==> src/rtl/sit_pkg.sv <==
// Shared types and constants of the sorted insertion table.
`timescale 1ns / 1ps

package sit_pkg;

  localparam int unsigned DefCapacity = 64;
  localparam int unsigned KeyW        = 16;
  localparam int unsigned TagW        = 16;
  localparam int unsigned EntryW      = KeyW + TagW;

  localparam logic FuncInsert = 1'b0;
  localparam logic FuncDrain  = 1'b1;

  typedef enum logic [1:0] {
    ST_ACCEPTED = 2'd0,
    ST_FULL     = 2'd1,
    ST_EMITTED  = 2'd2,
    ST_EMPTY    = 2'd3
  } sit_status_e;

  // commands from the controller to the datapath
  typedef struct packed {
    logic        latch_new;   // capture tag and key of the incoming item
    logic        set_idx_top; // point at the last stored entry, read it
    logic        set_idx_zero;// point at the first entry, read it
    logic        step_down;   // move the read entry one place up, walk down
    logic        put_above;   // write the new entry above the read one
    logic        put_zero;    // write the new entry at place zero
    logic        drn_emit;    // load the read entry into the output register
    logic        resp_load;   // load a status-only result
    sit_status_e resp_code;
  } sit_cmd_t;

  // status from the datapath to the controller
  typedef struct packed {
    logic full;
    logic empty;
    logic key_gt;
    logic idx_zero;
    logic idx_last;
    logic out_free;
  } sit_stat_t;

endpackage

==> src/rtl/sit_ctrl.sv <==
// Controller state machine of the sorted insertion table.
`timescale 1ns / 1ps

module sit_ctrl import sit_pkg::*; (
  input  logic      clk_i,
  input  logic      rst_ni,
  input  logic      in_valid_i,
  output logic      in_stall_o,
  input  logic      func_i,
  input  sit_stat_t stat_i,
  output sit_cmd_t  cmd_o
);

  typedef enum logic [4:0] {
    S_IDLE = 5'b00001,
    S_INS  = 5'b00010,
    S_PUT  = 5'b00100,
    S_DRN  = 5'b01000,
    S_RESP = 5'b10000
  } state_e;

  state_e      state_q, state_d;
  sit_status_e code_q, code_d;

  assign in_stall_o = (state_q != S_IDLE);

  always_comb begin
    state_d = state_q;
    code_d  = code_q;
    cmd_o   = '0;
    cmd_o.resp_code = code_q;
    unique case (state_q)
      S_IDLE: begin
        if (in_valid_i) begin
          cmd_o.latch_new = 1'b1;
          if (func_i == FuncInsert) begin
            if (stat_i.full) begin
              code_d  = ST_FULL;
              state_d = S_RESP;
            end else if (stat_i.empty) begin
              state_d = S_PUT;
            end else begin
              cmd_o.set_idx_top = 1'b1;
              state_d = S_INS;
            end
          end else begin
            if (stat_i.empty) begin
              code_d  = ST_EMPTY;
              state_d = S_RESP;
            end else begin
              cmd_o.set_idx_zero = 1'b1;
              state_d = S_DRN;
            end
          end
        end
      end
      S_INS: begin
        if (stat_i.key_gt) begin
          cmd_o.step_down = 1'b1;
          if (stat_i.idx_zero) begin
            state_d = S_PUT;
          end
        end else begin
          cmd_o.put_above = 1'b1;
          code_d  = ST_ACCEPTED;
          state_d = S_RESP;
        end
      end
      S_PUT: begin
        cmd_o.put_zero = 1'b1;
        code_d  = ST_ACCEPTED;
        state_d = S_RESP;
      end
      S_DRN: begin
        if (stat_i.out_free) begin
          cmd_o.drn_emit = 1'b1;
          if (stat_i.idx_last) begin
            state_d = S_IDLE;
          end
        end
      end
      S_RESP: begin
        if (stat_i.out_free) begin
          cmd_o.resp_load = 1'b1;
          state_d = S_IDLE;
        end
      end
      default: state_d = S_IDLE;
    endcase
  end

  always_ff @(posedge clk_i or negedge rst_ni) begin
    if (!rst_ni) begin
      state_q <= S_IDLE;
      code_q  <= ST_ACCEPTED;
    end else begin
      state_q <= state_d;
      code_q  <= code_d;
    end
  end

endmodule

==> src/rtl/sit_dpath.sv <==
// Datapath of the sorted insertion table: entry memory, pointers, output register.
`timescale 1ns / 1ps

module sit_dpath import sit_pkg::*; #(
  parameter int unsigned Capacity = DefCapacity
) (
  input  logic              clk_i,
  input  logic              rst_ni,
  input  logic [TagW-1:0]   tag_i,
  input  logic [KeyW-1:0]   key_i,
  input  sit_cmd_t          cmd_i,
  output sit_stat_t         stat_o,
  output logic              out_valid_o,
  input  logic              out_stall_i,
  output logic [TagW-1:0]   out_tag_o,
  output logic [KeyW-1:0]   out_key_o,
  output logic [1:0]        status_o,
  output logic              last_o
);

  localparam int unsigned IdxW = (Capacity > 1) ? $clog2(Capacity) : 1;
  localparam int unsigned CntW = $clog2(Capacity + 1);
  localparam logic [CntW-1:0] CntFull = CntW'(Capacity);

  // entry memory: {tag, key}, one write and one registered read a cycle
  logic [EntryW-1:0] mem_q [Capacity];
  logic [EntryW-1:0] rdata_q;
  logic [IdxW-1:0]   rd_addr, wr_addr;
  logic [EntryW-1:0] wr_data;
  logic              wr_en;

  logic [CntW-1:0] count_q, count_d;
  logic [IdxW-1:0] idx_q, idx_d;
  logic [TagW-1:0] new_tag_q;
  logic [KeyW-1:0] new_key_q;
  logic [CntW-1:0] count_m1;
  logic [IdxW-1:0] idx_p1, idx_m1;

  logic            out_valid_q, out_valid_d;
  logic [TagW-1:0] out_tag_q;
  logic [KeyW-1:0] out_key_q;
  logic [1:0]      status_q;
  logic            last_q;
  logic            load;

  assign count_m1 = count_q - CntW'(1);
  assign idx_p1   = idx_q + IdxW'(1);
  assign idx_m1   = idx_q - IdxW'(1);

  always_comb begin
    if (cmd_i.set_idx_top) begin
      rd_addr = count_m1[IdxW-1:0];
    end else if (cmd_i.set_idx_zero) begin
      rd_addr = '0;
    end else if (cmd_i.step_down) begin
      rd_addr = idx_m1;
    end else if (cmd_i.drn_emit) begin
      rd_addr = idx_p1;
    end else begin
      rd_addr = idx_q;
    end
  end

  assign wr_en   = cmd_i.step_down | cmd_i.put_above | cmd_i.put_zero;
  assign wr_addr = cmd_i.put_zero ? '0 : idx_p1;
  assign wr_data = cmd_i.step_down ? rdata_q : {new_tag_q, new_key_q};

  always_ff @(posedge clk_i) begin
    if (wr_en) begin
      mem_q[wr_addr] <= wr_data;
    end
    rdata_q <= mem_q[rd_addr];
  end

  always_comb begin
    idx_d = idx_q;
    if (cmd_i.set_idx_top) begin
      idx_d = count_m1[IdxW-1:0];
    end else if (cmd_i.set_idx_zero) begin
      idx_d = '0;
    end else if (cmd_i.step_down) begin
      idx_d = idx_m1;
    end else if (cmd_i.drn_emit) begin
      idx_d = idx_p1;
    end
  end

  assign count_d = (cmd_i.put_above | cmd_i.put_zero) ? count_q + CntW'(1) : count_q;

  always_ff @(posedge clk_i or negedge rst_ni) begin
    if (!rst_ni) begin
      count_q <= '0;
      idx_q   <= '0;
    end else begin
      count_q <= count_d;
      idx_q   <= idx_d;
    end
  end

  always_ff @(posedge clk_i) begin
    if (cmd_i.latch_new) begin
      new_tag_q <= tag_i;
      new_key_q <= key_i;
    end
  end

  // output register
  assign load        = cmd_i.drn_emit | cmd_i.resp_load;
  assign out_valid_d = load | (out_valid_q & out_stall_i);

  always_ff @(posedge clk_i or negedge rst_ni) begin
    if (!rst_ni) begin
      out_valid_q <= 1'b0;
    end else begin
      out_valid_q <= out_valid_d;
    end
  end

  always_ff @(posedge clk_i) begin
    if (cmd_i.drn_emit) begin
      out_tag_q <= rdata_q[EntryW-1:KeyW];
      out_key_q <= rdata_q[KeyW-1:0];
      status_q  <= ST_EMITTED;
      last_q    <= stat_o.idx_last;
    end else if (cmd_i.resp_load) begin
      out_tag_q <= '0;
      out_key_q <= '0;
      status_q  <= cmd_i.resp_code;
      last_q    <= 1'b1;
    end
  end

  assign stat_o.full     = (count_q == CntFull);
  assign stat_o.empty    = (count_q == '0);
  assign stat_o.key_gt   = (rdata_q[KeyW-1:0] > new_key_q);
  assign stat_o.idx_zero = (idx_q == '0);
  assign stat_o.idx_last = (CntW'(idx_q) == count_m1);
  assign stat_o.out_free = ~out_valid_q | ~out_stall_i;

  assign out_valid_o = out_valid_q;
  assign out_tag_o   = out_tag_q;
  assign out_key_o   = out_key_q;
  assign status_o    = status_q;
  assign last_o      = last_q;

endmodule

==> src/rtl/sorted_insertion_table.sv <==
// Top level of the sorted insertion table: controller plus datapath.
`timescale 1ns / 1ps

// Channel | Handshake                | Payload
// --------+--------------------------+-----------------------------------
// in      | in_valid_i / in_stall_o  | func_i, tag_i, key_i
// out     | out_valid_o / out_stall_i| out_tag_o, out_key_o, status_o, last_o
//
// Entries live in a single-port-write, registered-read memory kept in
// ascending key order. An insert walks down from the last entry, one memory
// read and one write per cycle, moving each larger entry up one place, and
// writes the new entry above the first entry whose key is not greater, or
// at place zero if there is none. An insert into a full table and a drain
// of an empty table give a status-only result. A drain emits the entries
// from place zero up, one entry per cycle while the output is not stalled.
// The controller waits while a stalled result holds the output register.
// Reset clears count, index and out_valid; the memory needs no clearing.
// A result waiting in the output register under stall does not block the
// next transaction from being taken; the block stalls input while busy.

module sorted_insertion_table import sit_pkg::*; #(
  parameter int unsigned Capacity = DefCapacity
) (
  input  logic            clk_i,
  input  logic            rst_ni,
  input  logic            in_valid_i,
  output logic            in_stall_o,
  input  logic            func_i,
  input  logic [TagW-1:0] tag_i,
  input  logic [KeyW-1:0] key_i,
  output logic            out_valid_o,
  input  logic            out_stall_i,
  output logic [TagW-1:0] out_tag_o,
  output logic [KeyW-1:0] out_key_o,
  output logic [1:0]      status_o,
  output logic            last_o
);

  sit_cmd_t  cmd;
  sit_stat_t stat;

  // sequence inserts and drains
  sit_ctrl u_ctrl (
    .clk_i      (clk_i),
    .rst_ni     (rst_ni),
    .in_valid_i (in_valid_i),
    .in_stall_o (in_stall_o),
    .func_i     (func_i),
    .stat_i     (stat),
    .cmd_o      (cmd)
  );

  // hold entries, pointers and the output register
  sit_dpath #(
    .Capacity (Capacity)
  ) u_dpath (
    .clk_i       (clk_i),
    .rst_ni      (rst_ni),
    .tag_i       (tag_i),
    .key_i       (key_i),
    .cmd_i       (cmd),
    .stat_o      (stat),
    .out_valid_o (out_valid_o),
    .out_stall_i (out_stall_i),
    .out_tag_o   (out_tag_o),
    .out_key_o   (out_key_o),
    .status_o    (status_o),
    .last_o      (last_o)
  );

endmodule
==> config.mk <==
export PLATFORM = sky130hd
export DESIGN_NAME = sorted_insertion_table
export DESIGN_NICKNAME = d
export VERILOG_FILES = /design/src/rtl/sit_pkg.sv /design/src/rtl/sit_ctrl.sv /design/src/rtl/sit_dpath.sv /design/src/rtl/sorted_insertion_table.sv
export SDC_FILE = /design/constraint.sdc
export NUM_CORES = 2
export LEC_CHECK = 0
export BUFFER_PORTS_ARGS = -buffer_cell sky130_fd_sc_hd__buf_4
export CORE_ASPECT_RATIO = 0.75
export CORE_MARGIN = 10
export CORE_UTILIZATION = 55
export DETAILED_ROUTE_END_ITERATION = 10
export PLACE_DENSITY = 0.71
export SETUP_SLACK_MARGIN = 0.05
export SLEW_MARGIN = 10
export SYNTH_ARGS = -nofsm -noshare
export SYNTH_HDL_FRONTEND = slang
export SYNTH_SLANG_ARGS = --single-unit
export TNS_END_PERCENT = 5
==> constraint.sdc <==
create_clock -name clk_i -period 15.7 [get_ports clk_i]
set_input_delay 2.355 -clock clk_i [delete_from_list [all_inputs] [get_ports clk_i]]
set_output_delay 2.355 -clock clk_i [all_outputs]
set_load 0.02 [all_outputs]
; Yosys cells after proc, flatten, opt, wreduce, memory -nomap -nowiden
; Memory sizes are Yosys's and may differ from the RTL's. A register that Yosys moved wholly into a read port is not among the register bits.
; Cells that the tools add are included.
[op_classes]
addsub = 4
n_lt_le_gt_ge = 1
n_eq_ne = 16
muxes = 43
n_bitwise = 9
reduce_logical = 6
[op_table]
columns = operator, n
row1 = 16-bit 2-to-1 mux, 3
row2 = 5-bit 2-to-1 mux, 9
row3 = 32-bit 2-to-1 mux, 1
row4 = 6-bit 2-to-1 mux, 5
row5 = 5-bit case mux with 5 select lines, 1
row6 = 16-bit > comparator, 1
row7 = 1-bit 2-to-1 mux, 14
row8 = 2-bit 2-to-1 mux, 6
row9 = 2-bit inequality test (second input constant), 5
row10 = 5-bit AND reduction, 2
row11 = 3-bit 2-to-1 mux, 3
row12 = 3-bit inequality test (second input constant), 3
row13 = 7-bit by 1-bit adder with 7-bit output (second input constant), 1
row14 = 6-bit by 7-bit equality test with 1-bit output, 1
row15 = 7-bit equality test (second input constant), 1
row16 = 7-bit zero test, 1
row17 = 7-bit by 1-bit subtractor with 7-bit output (second input constant), 1
row18 = 6-bit by 1-bit adder with 6-bit output (second input constant), 1
row19 = 6-bit zero test, 1
row20 = 1-bit bitwise OR, 6
row21 = 2-bit case mux with 3 select lines, 1
row22 = 6-bit by 1-bit subtractor with 6-bit output (second input constant), 1
row23 = 5-bit by 1-bit equality test with 1-bit output (second input constant), 1
row24 = 5-bit by 2-bit equality test with 1-bit output (second input constant), 1
row25 = 8 further kinds, 9
[word_totals]
reg_bits = 88
ramBits = 2048
input_bits = 37
output_inout_bits = 37
word_cells = 91
n_memories = 1
[mem_list]
columns = memory, depth, word_bits, read_ports, rd_ports_with_merged_regs, wr, line_no
row1 = u_dpath.mem_q, 64, 32, 1, 1, 1, sit_dpath.sv:26  ; logic [EntryW-1:0] mem_q [Capacity];

; Longest topological paths before layout
[depth]
depth_word = 8
depth_mapped = 19
mapped_depth_nobuf = 14

; Cells and area by module
; A second synthesis with hierarchy kept.
[unflattened]
hier_cells = 5669
hier_area_um2 = 85134.2
[modules_own_cells]
columns = module, n_inst, cells_per_inst, area_per_inst_um2, seq_area_each_um2
row1 = sit_dpath, 1, 5619, 84658.7, 64481.8
row2 = sit_ctrl, 1, 50, 475.5, 176.4

; Least setup slack after synthesis
; OpenSTA, ideal clock, no wires.
[synth_timing]
kind = register -> register
from = reg u_dpath.new_key_q[15]
to = mem u_dpath.mem_q[0][0] in the netlist's numbering (data pin)
setup_time_ns = 0.702
t_arrival_ns = 4.461
required_time_ns = 14.998
setup_slack_ns = 10.537
stages_incl_launch_ff = 9
n_path_buf = 1
synth_period_minus_slack_ns = 5.163
cell_sequence = edfxtp_1 -> inv_1 -> ha_1 -> nand4_2 -> a2111o_1 -> a31oi_4 -> nand2_1 -> clkbuf_1 -> o21ai_0
[synth_between]
elab_chain_len = 4
[synth_lines]
columns = item, line_no
row1 = "start, declared", sit_dpath.sv:35  ; logic [KeyW-1:0] new_key_q;
row2 = "start signal, assigned", sit_dpath.sv:103  ; new_key_q <= key_i;
row3 = 16-bit > comparator, sit_dpath.sv:135  ; assign stat_o.key_gt = (rdata_q[KeyW-1:0] > new_key_q);
row4 = 1-bit 2-to-1 mux, sit_ctrl.sv:58  ; if (stat_i.key_gt) begin
row5 = 2-bit 2-to-1 mux, sit_ctrl.sv:32  ; unique case (state_q)
row6 = 32-bit 2-to-1 mux, sit_dpath.sv:66  ; assign wr_data = cmd_i.step_down ? rdata_q : {new_tag_q, new_key_q};
row7 = named net u_dpath.wr_data[0], sit_dpath.sv:29  ; logic [EntryW-1:0] wr_data;
row8 = "end, declared", sit_dpath.sv:26
; The timed path passes the listed nets, and every way through them passes these cells.

; Worst setup path after layout
[layout_timing]
from = in in_valid_i
to = reg u_dpath.rdata_q[19], read port of u_dpath.mem_q
[layout_between]
elab_chain_len = 4
[layout_lines]
columns = item, line_no
row1 = "start, declared", sorted_insertion_table.sv:26  ; input logic in_valid_i,
row2 = 3-bit 2-to-1 mux *, sit_ctrl.sv:34  ; if (in_valid_i) begin
row3 = 3-bit 2-to-1 mux *, sit_ctrl.sv:32
row4 = 6-bit 2-to-1 mux, n/a
row5 = 6-bit 2-to-1 mux *, n/a
row6 = "end, declared", sit_dpath.sv:27  ; logic [EntryW-1:0] rdata_q;
; Mark *: on every way between the ends. The rest lies on a longest branch, timed or not.
; A chain may end at the register's enable or synchronous reset.

==> results.py <==
metrics = {
    "outcome": {
        "run_status": "completed",
    },
    "floorplan": {
        "die-width_um": 470,
        "initial_utilization_pct": 55.5,
        "die_area_um2": 168000,
        "io-pin-count": 74,
        "core_area_um2": 150000,
        "die_h_um": 357,
        "rows": 123,
    },
    "synthesis": {
        "synthesis.instances": 4217,
        "unique_masters_post_synth": 75,
        "synth_adder_area_share_pct": 0.315,
        "largest_family_of_logic_cells_by_synthesized_area": "multiplexers",
        "synth_seq_cells": 2168,
        "post_synth_xor_area_fraction_pct": 0.262,
        "muxShareOfSynthArea_pct": 11.9,
        "synthesis.area_um2": 83500,
        "syn-mean-instance-area_um2": 19.8,
        "synth-compound-area-share_pct": 3.96,
        "synth_edf_count": 2113,
        "ys.warnings.count": 0,
        "synthesis.nets": 4275,
        "ys_seq_area_share_pct": 77.5,
        "async_flop_share_pct": 0.969,
        "ys_dominant_reg_cell": "edfxtp_1",
        "synth-simple-area-share_pct": 4.18,
    },
    "final_layout": {
        "finish.utilization_pct": 62.1,
        "nNetsFinal": 4463,
        "final_cells": 6581,
        "drive_gt1_share_pct": 21.7,
        "fill_cells": 10100,
        "layout.cells.most_common": "edfxtp_1",
        "mostFrequentLayoutCells": "edfxtp_1, mux4_2, nand2_1",
        "area.growth.synth_to_final_pct": 11.9,
    },
    "worst_setup_path": {
        "critical_path.reg2reg.startpoint": "u_dpath.new_key_q[9]",
        "path_class": "input pin to flop",
        "timing.reg2reg.setup_slack_ns": 8.69,
        "timing.critical_path.from_type": "input pin",
        "cp_data_required_time_ns": 16.33,
        "r2r-end": "u_dpath.rdata_q[19]",
        "worst-path-max-fanout": 106,
        "critical_path.endpoint_type": "flop",
        "reg2reg_depth": 14,
        "arrival_ns": 7.83,
    },
    "min_path": {
        "worstHoldPathType": "flop to flop",
        "hold_path.startpoint": "u_dpath.status_o[1]",
        "worstHoldPathCells": 2,
        "worstHoldEndpoint": "u_dpath.status_o[1]",
    },
    "detailed_routing": {
        "routed_via_density": 6.84,
        "detail_route.drc_violations": 0,
        "ant_nets": 0,
        "wl_um": 238000,
        "total_number_of_vias": 45000,
        "first_iter_violations": 7526,
        "drt-pass1-iter-count": 6,
        "wire_per_inst_um": 36.2,
    },
    "clock_tree": {
        "hold_bufs_at_cts": 0,
        "cts_buffers": 197,
        "cts.repair_timing.setup_buffer_count": 0,
        "clkSinkCount": 2168,
        "htree_num_levels": 4,
        "cts.clk_slew.worst_paths_ns": 0.06,
        "cts_resized": 0,
        "cts_tree": "built",
        "clock_tree.buffer_depth": 3,
        "worstSkewPairLatency_ns": 0.84,
        "root_buffer": "clkbuf_16",
    },
    "sta": {
        "timing.final.hold_violations": 0,
        "tightest_slew_ns": 1.26,
        "finalHoldWorstSlack_ns": 0.491,
        "finalCritPeriodShare_pct": 45.9,
        "finalClockSkew_ns": 0.0343,
        "grt_setup_unrepaired": "false",
        "relSlewSlack_pct": 15.5,
        "layout_setup_ws_ns": 8.50,
        "period_needed_ns": 7.20,
        "setup_total_negative_slack_ns": 0,
        "fmax_mhz": 139,
        "final_max_slew_viol_count": 0,
        "setup_viol": 0,
    },
    "global_route": {
        "grt_first_pass_wirelength_um": 332000,
        "number_of_antenna_violations_at_the_first_check_in_global_routing": 8,
        "gr-usage-all-layers_pct": 28.0,
        "globalRoute.totalOverflow": 0,
        "grt_max_degree": 118,
        "grt_pass1_vias": 42800,
    },
    "power": {
        "vdd_drop_max_mv": 0.261,
        "p_per_area_nw_per_um2": 181,
        "leakage_nw": 30.1,
    },
    "place": {
        "io_buffer_count": 73,
        "dp_cells": 6205,
        "dp_hpwl_um": 128000,
        "placement.setup.worst_slack_ns": 7.86,
        "gp_congestion": 0.885,
    },
    "run": {
        "max_cap_violations": 0,
    },
}
## through the flow
stage          instance area, um^2  power [mW]
2_1_floorplan                83500        10.7
3_3_place_gp                 87000        12.1
3_5_place_dp                 87000        12.2
4_1_cts                      93400        16.9
5_1_grt                      93400        17.5
6_report                     93400        16.9
## per-layer routing
| metal | wire length [um] | share of wire [%] | global-route usage, % | vias to the layer above |
|---|---|---|---|---|
| met1 | 89100 | 37 | 40.0 | 23300 |
| met5 | 51 | 0.021 | 0 | - |
| li1 | - | - | - | 17700 |
| met2 | 102000 | 43 | 39.8 | 3540 |
| met4 | 9810 | 4.1 | 10.8 | 8 |
| met3 | 36900 | 16 | 9.63 | 549 |
## Yosys cell counts (11+ instances only)
| cell type | n | share of area, % |
|---|---|---|
| edfxtp_1 | 2113 | 76 |
| mux4_2 | 364 | 9.8 |
| nand2_1 | 349 | 1.6 |
| mux2i_1 | 173 | 2.1 |
| a22oi_1 | 159 | 1.4 |
| a21oi_1 | 131 | 0.79 |
| nand3_1 | 110 | 0.66 |
| nor2_1 | 89 | 0.40 |
| clkbuf_1 | 77 | 0.35 |
| buf_2 | 61 | 0.37 |
| buf_4 | 55 | 0.49 |
| a221oi_1 | 49 | 0.51 |
| nand4_1 | 49 | 0.37 |
| a22o_1 | 43 | 0.45 |
| and2_1 | 34 | 0.25 |
| dfxtp_1 | 34 | 0.82 |
| o21ai_0 | 26 | 0.16 |
| inv_1 | 25 | 0.11 |
| ha_1 | 21 | 0.31 |
| and4_1 | 20 | 0.21 |
| dfrtp_1 | 20 | 0.60 |
| xnor2_1 | 17 | 0.18 |
| a31oi_1 | 16 | 0.12 |
| and3_1 | 16 | 0.12 |
| buf_6 | 15 | 0.20 |
| buf_1 | 11 | 0.049 |
## power breakdown
| part | total (mW) | internal [mW] | leakage, nW | switching, mW |
|---|---|---|---|---|
| Sequential | 7.05 | 6.90 | 19.6 | 0.149 |
| Clock | 4.76 | 2.68 | 3.08 | 2.08 |
| Combinational | 5.13 | 1.87 | 7.44 | 3.26 |
| Total | 16.9 | 11.4 | 30.1 | 5.49 |
## logic make-up after synthesis
kind of cell	after synthesis
mux	541
compound gates	467
flops	2168
fa+ha+maj	21
xor+xnor	25
simple gates	732
buf+inv	263
## registers in the layout, indices dropped and copies added, names as in the netlist
signal               count
u_dpath.out_valid_o      1
u_ctrl.code_q            2
u_dpath.rdata_q         32
u_dpath.idx_q            6
u_dpath.last_o           1
u_dpath.new_tag_q       16
u_dpath.new_key_q       16
u_ctrl.state_q           5
u_dpath.out_key_o       16
u_dpath.out_tag_o       16
u_dpath.status_o         2
u_dpath.count_q          7
u_dpath.mem_q         2048
## worst max-delay path by stage
| stage | end | slack, ns | start | cells after the start |
|---|---|---|---|---|
| 2_1_floorplan | u_dpath.mem_q[0][0] | 10.54 | u_dpath.new_key_q[15] | 8 |
| 3_3_place_gp | u_dpath.rdata_q[19] | 7.97 | in_valid_i | 12 |
| 6_report | u_dpath.rdata_q[19] | 8.50 | in_valid_i | 12 |
| 5_1_grt | u_dpath.rdata_q[19] | 8.36 | in_valid_i | 12 |
| 4_1_cts | u_dpath.rdata_q[19] | 8.73 | in_valid_i | 12 |
| 3_5_place_dp | u_dpath.rdata_q[19] | 7.86 | in_valid_i | 12 |
## layout make-up
| cell class | count | area (um^2) | area share [%] |
|---|---|---|---|
| diodes | 6 | 15.0 | 0.0161 |
| clock buffers | 271 | 5380 | 5.76 |
| clock inverters | 98 | 937 | 1.00 |
| inverters | 29 | 124 | 0.133 |
| multi-input cells | 1786 | 18100 | 19.3 |
| flip-flops and latches | 2168 | 64700 | 69.2 |
| well taps | 2000 | 2500 | 2.68 |
| repair buffers | 223 | 1720 | 1.85 |
## critical path, stage by stage
cell and delay (ns):
buf_4 0.09, nand4_1 0.21, a21oi_1 0.49, nor2_1 0.16
a211oi_4 0.50, buf_12 0.47, buf_4 0.52, buf_4 0.53
mux4_2 0.59, a22o_1 0.26, a221oi_1 0.97, nand4_1 0.31
(Power assumes the default switching activity.)
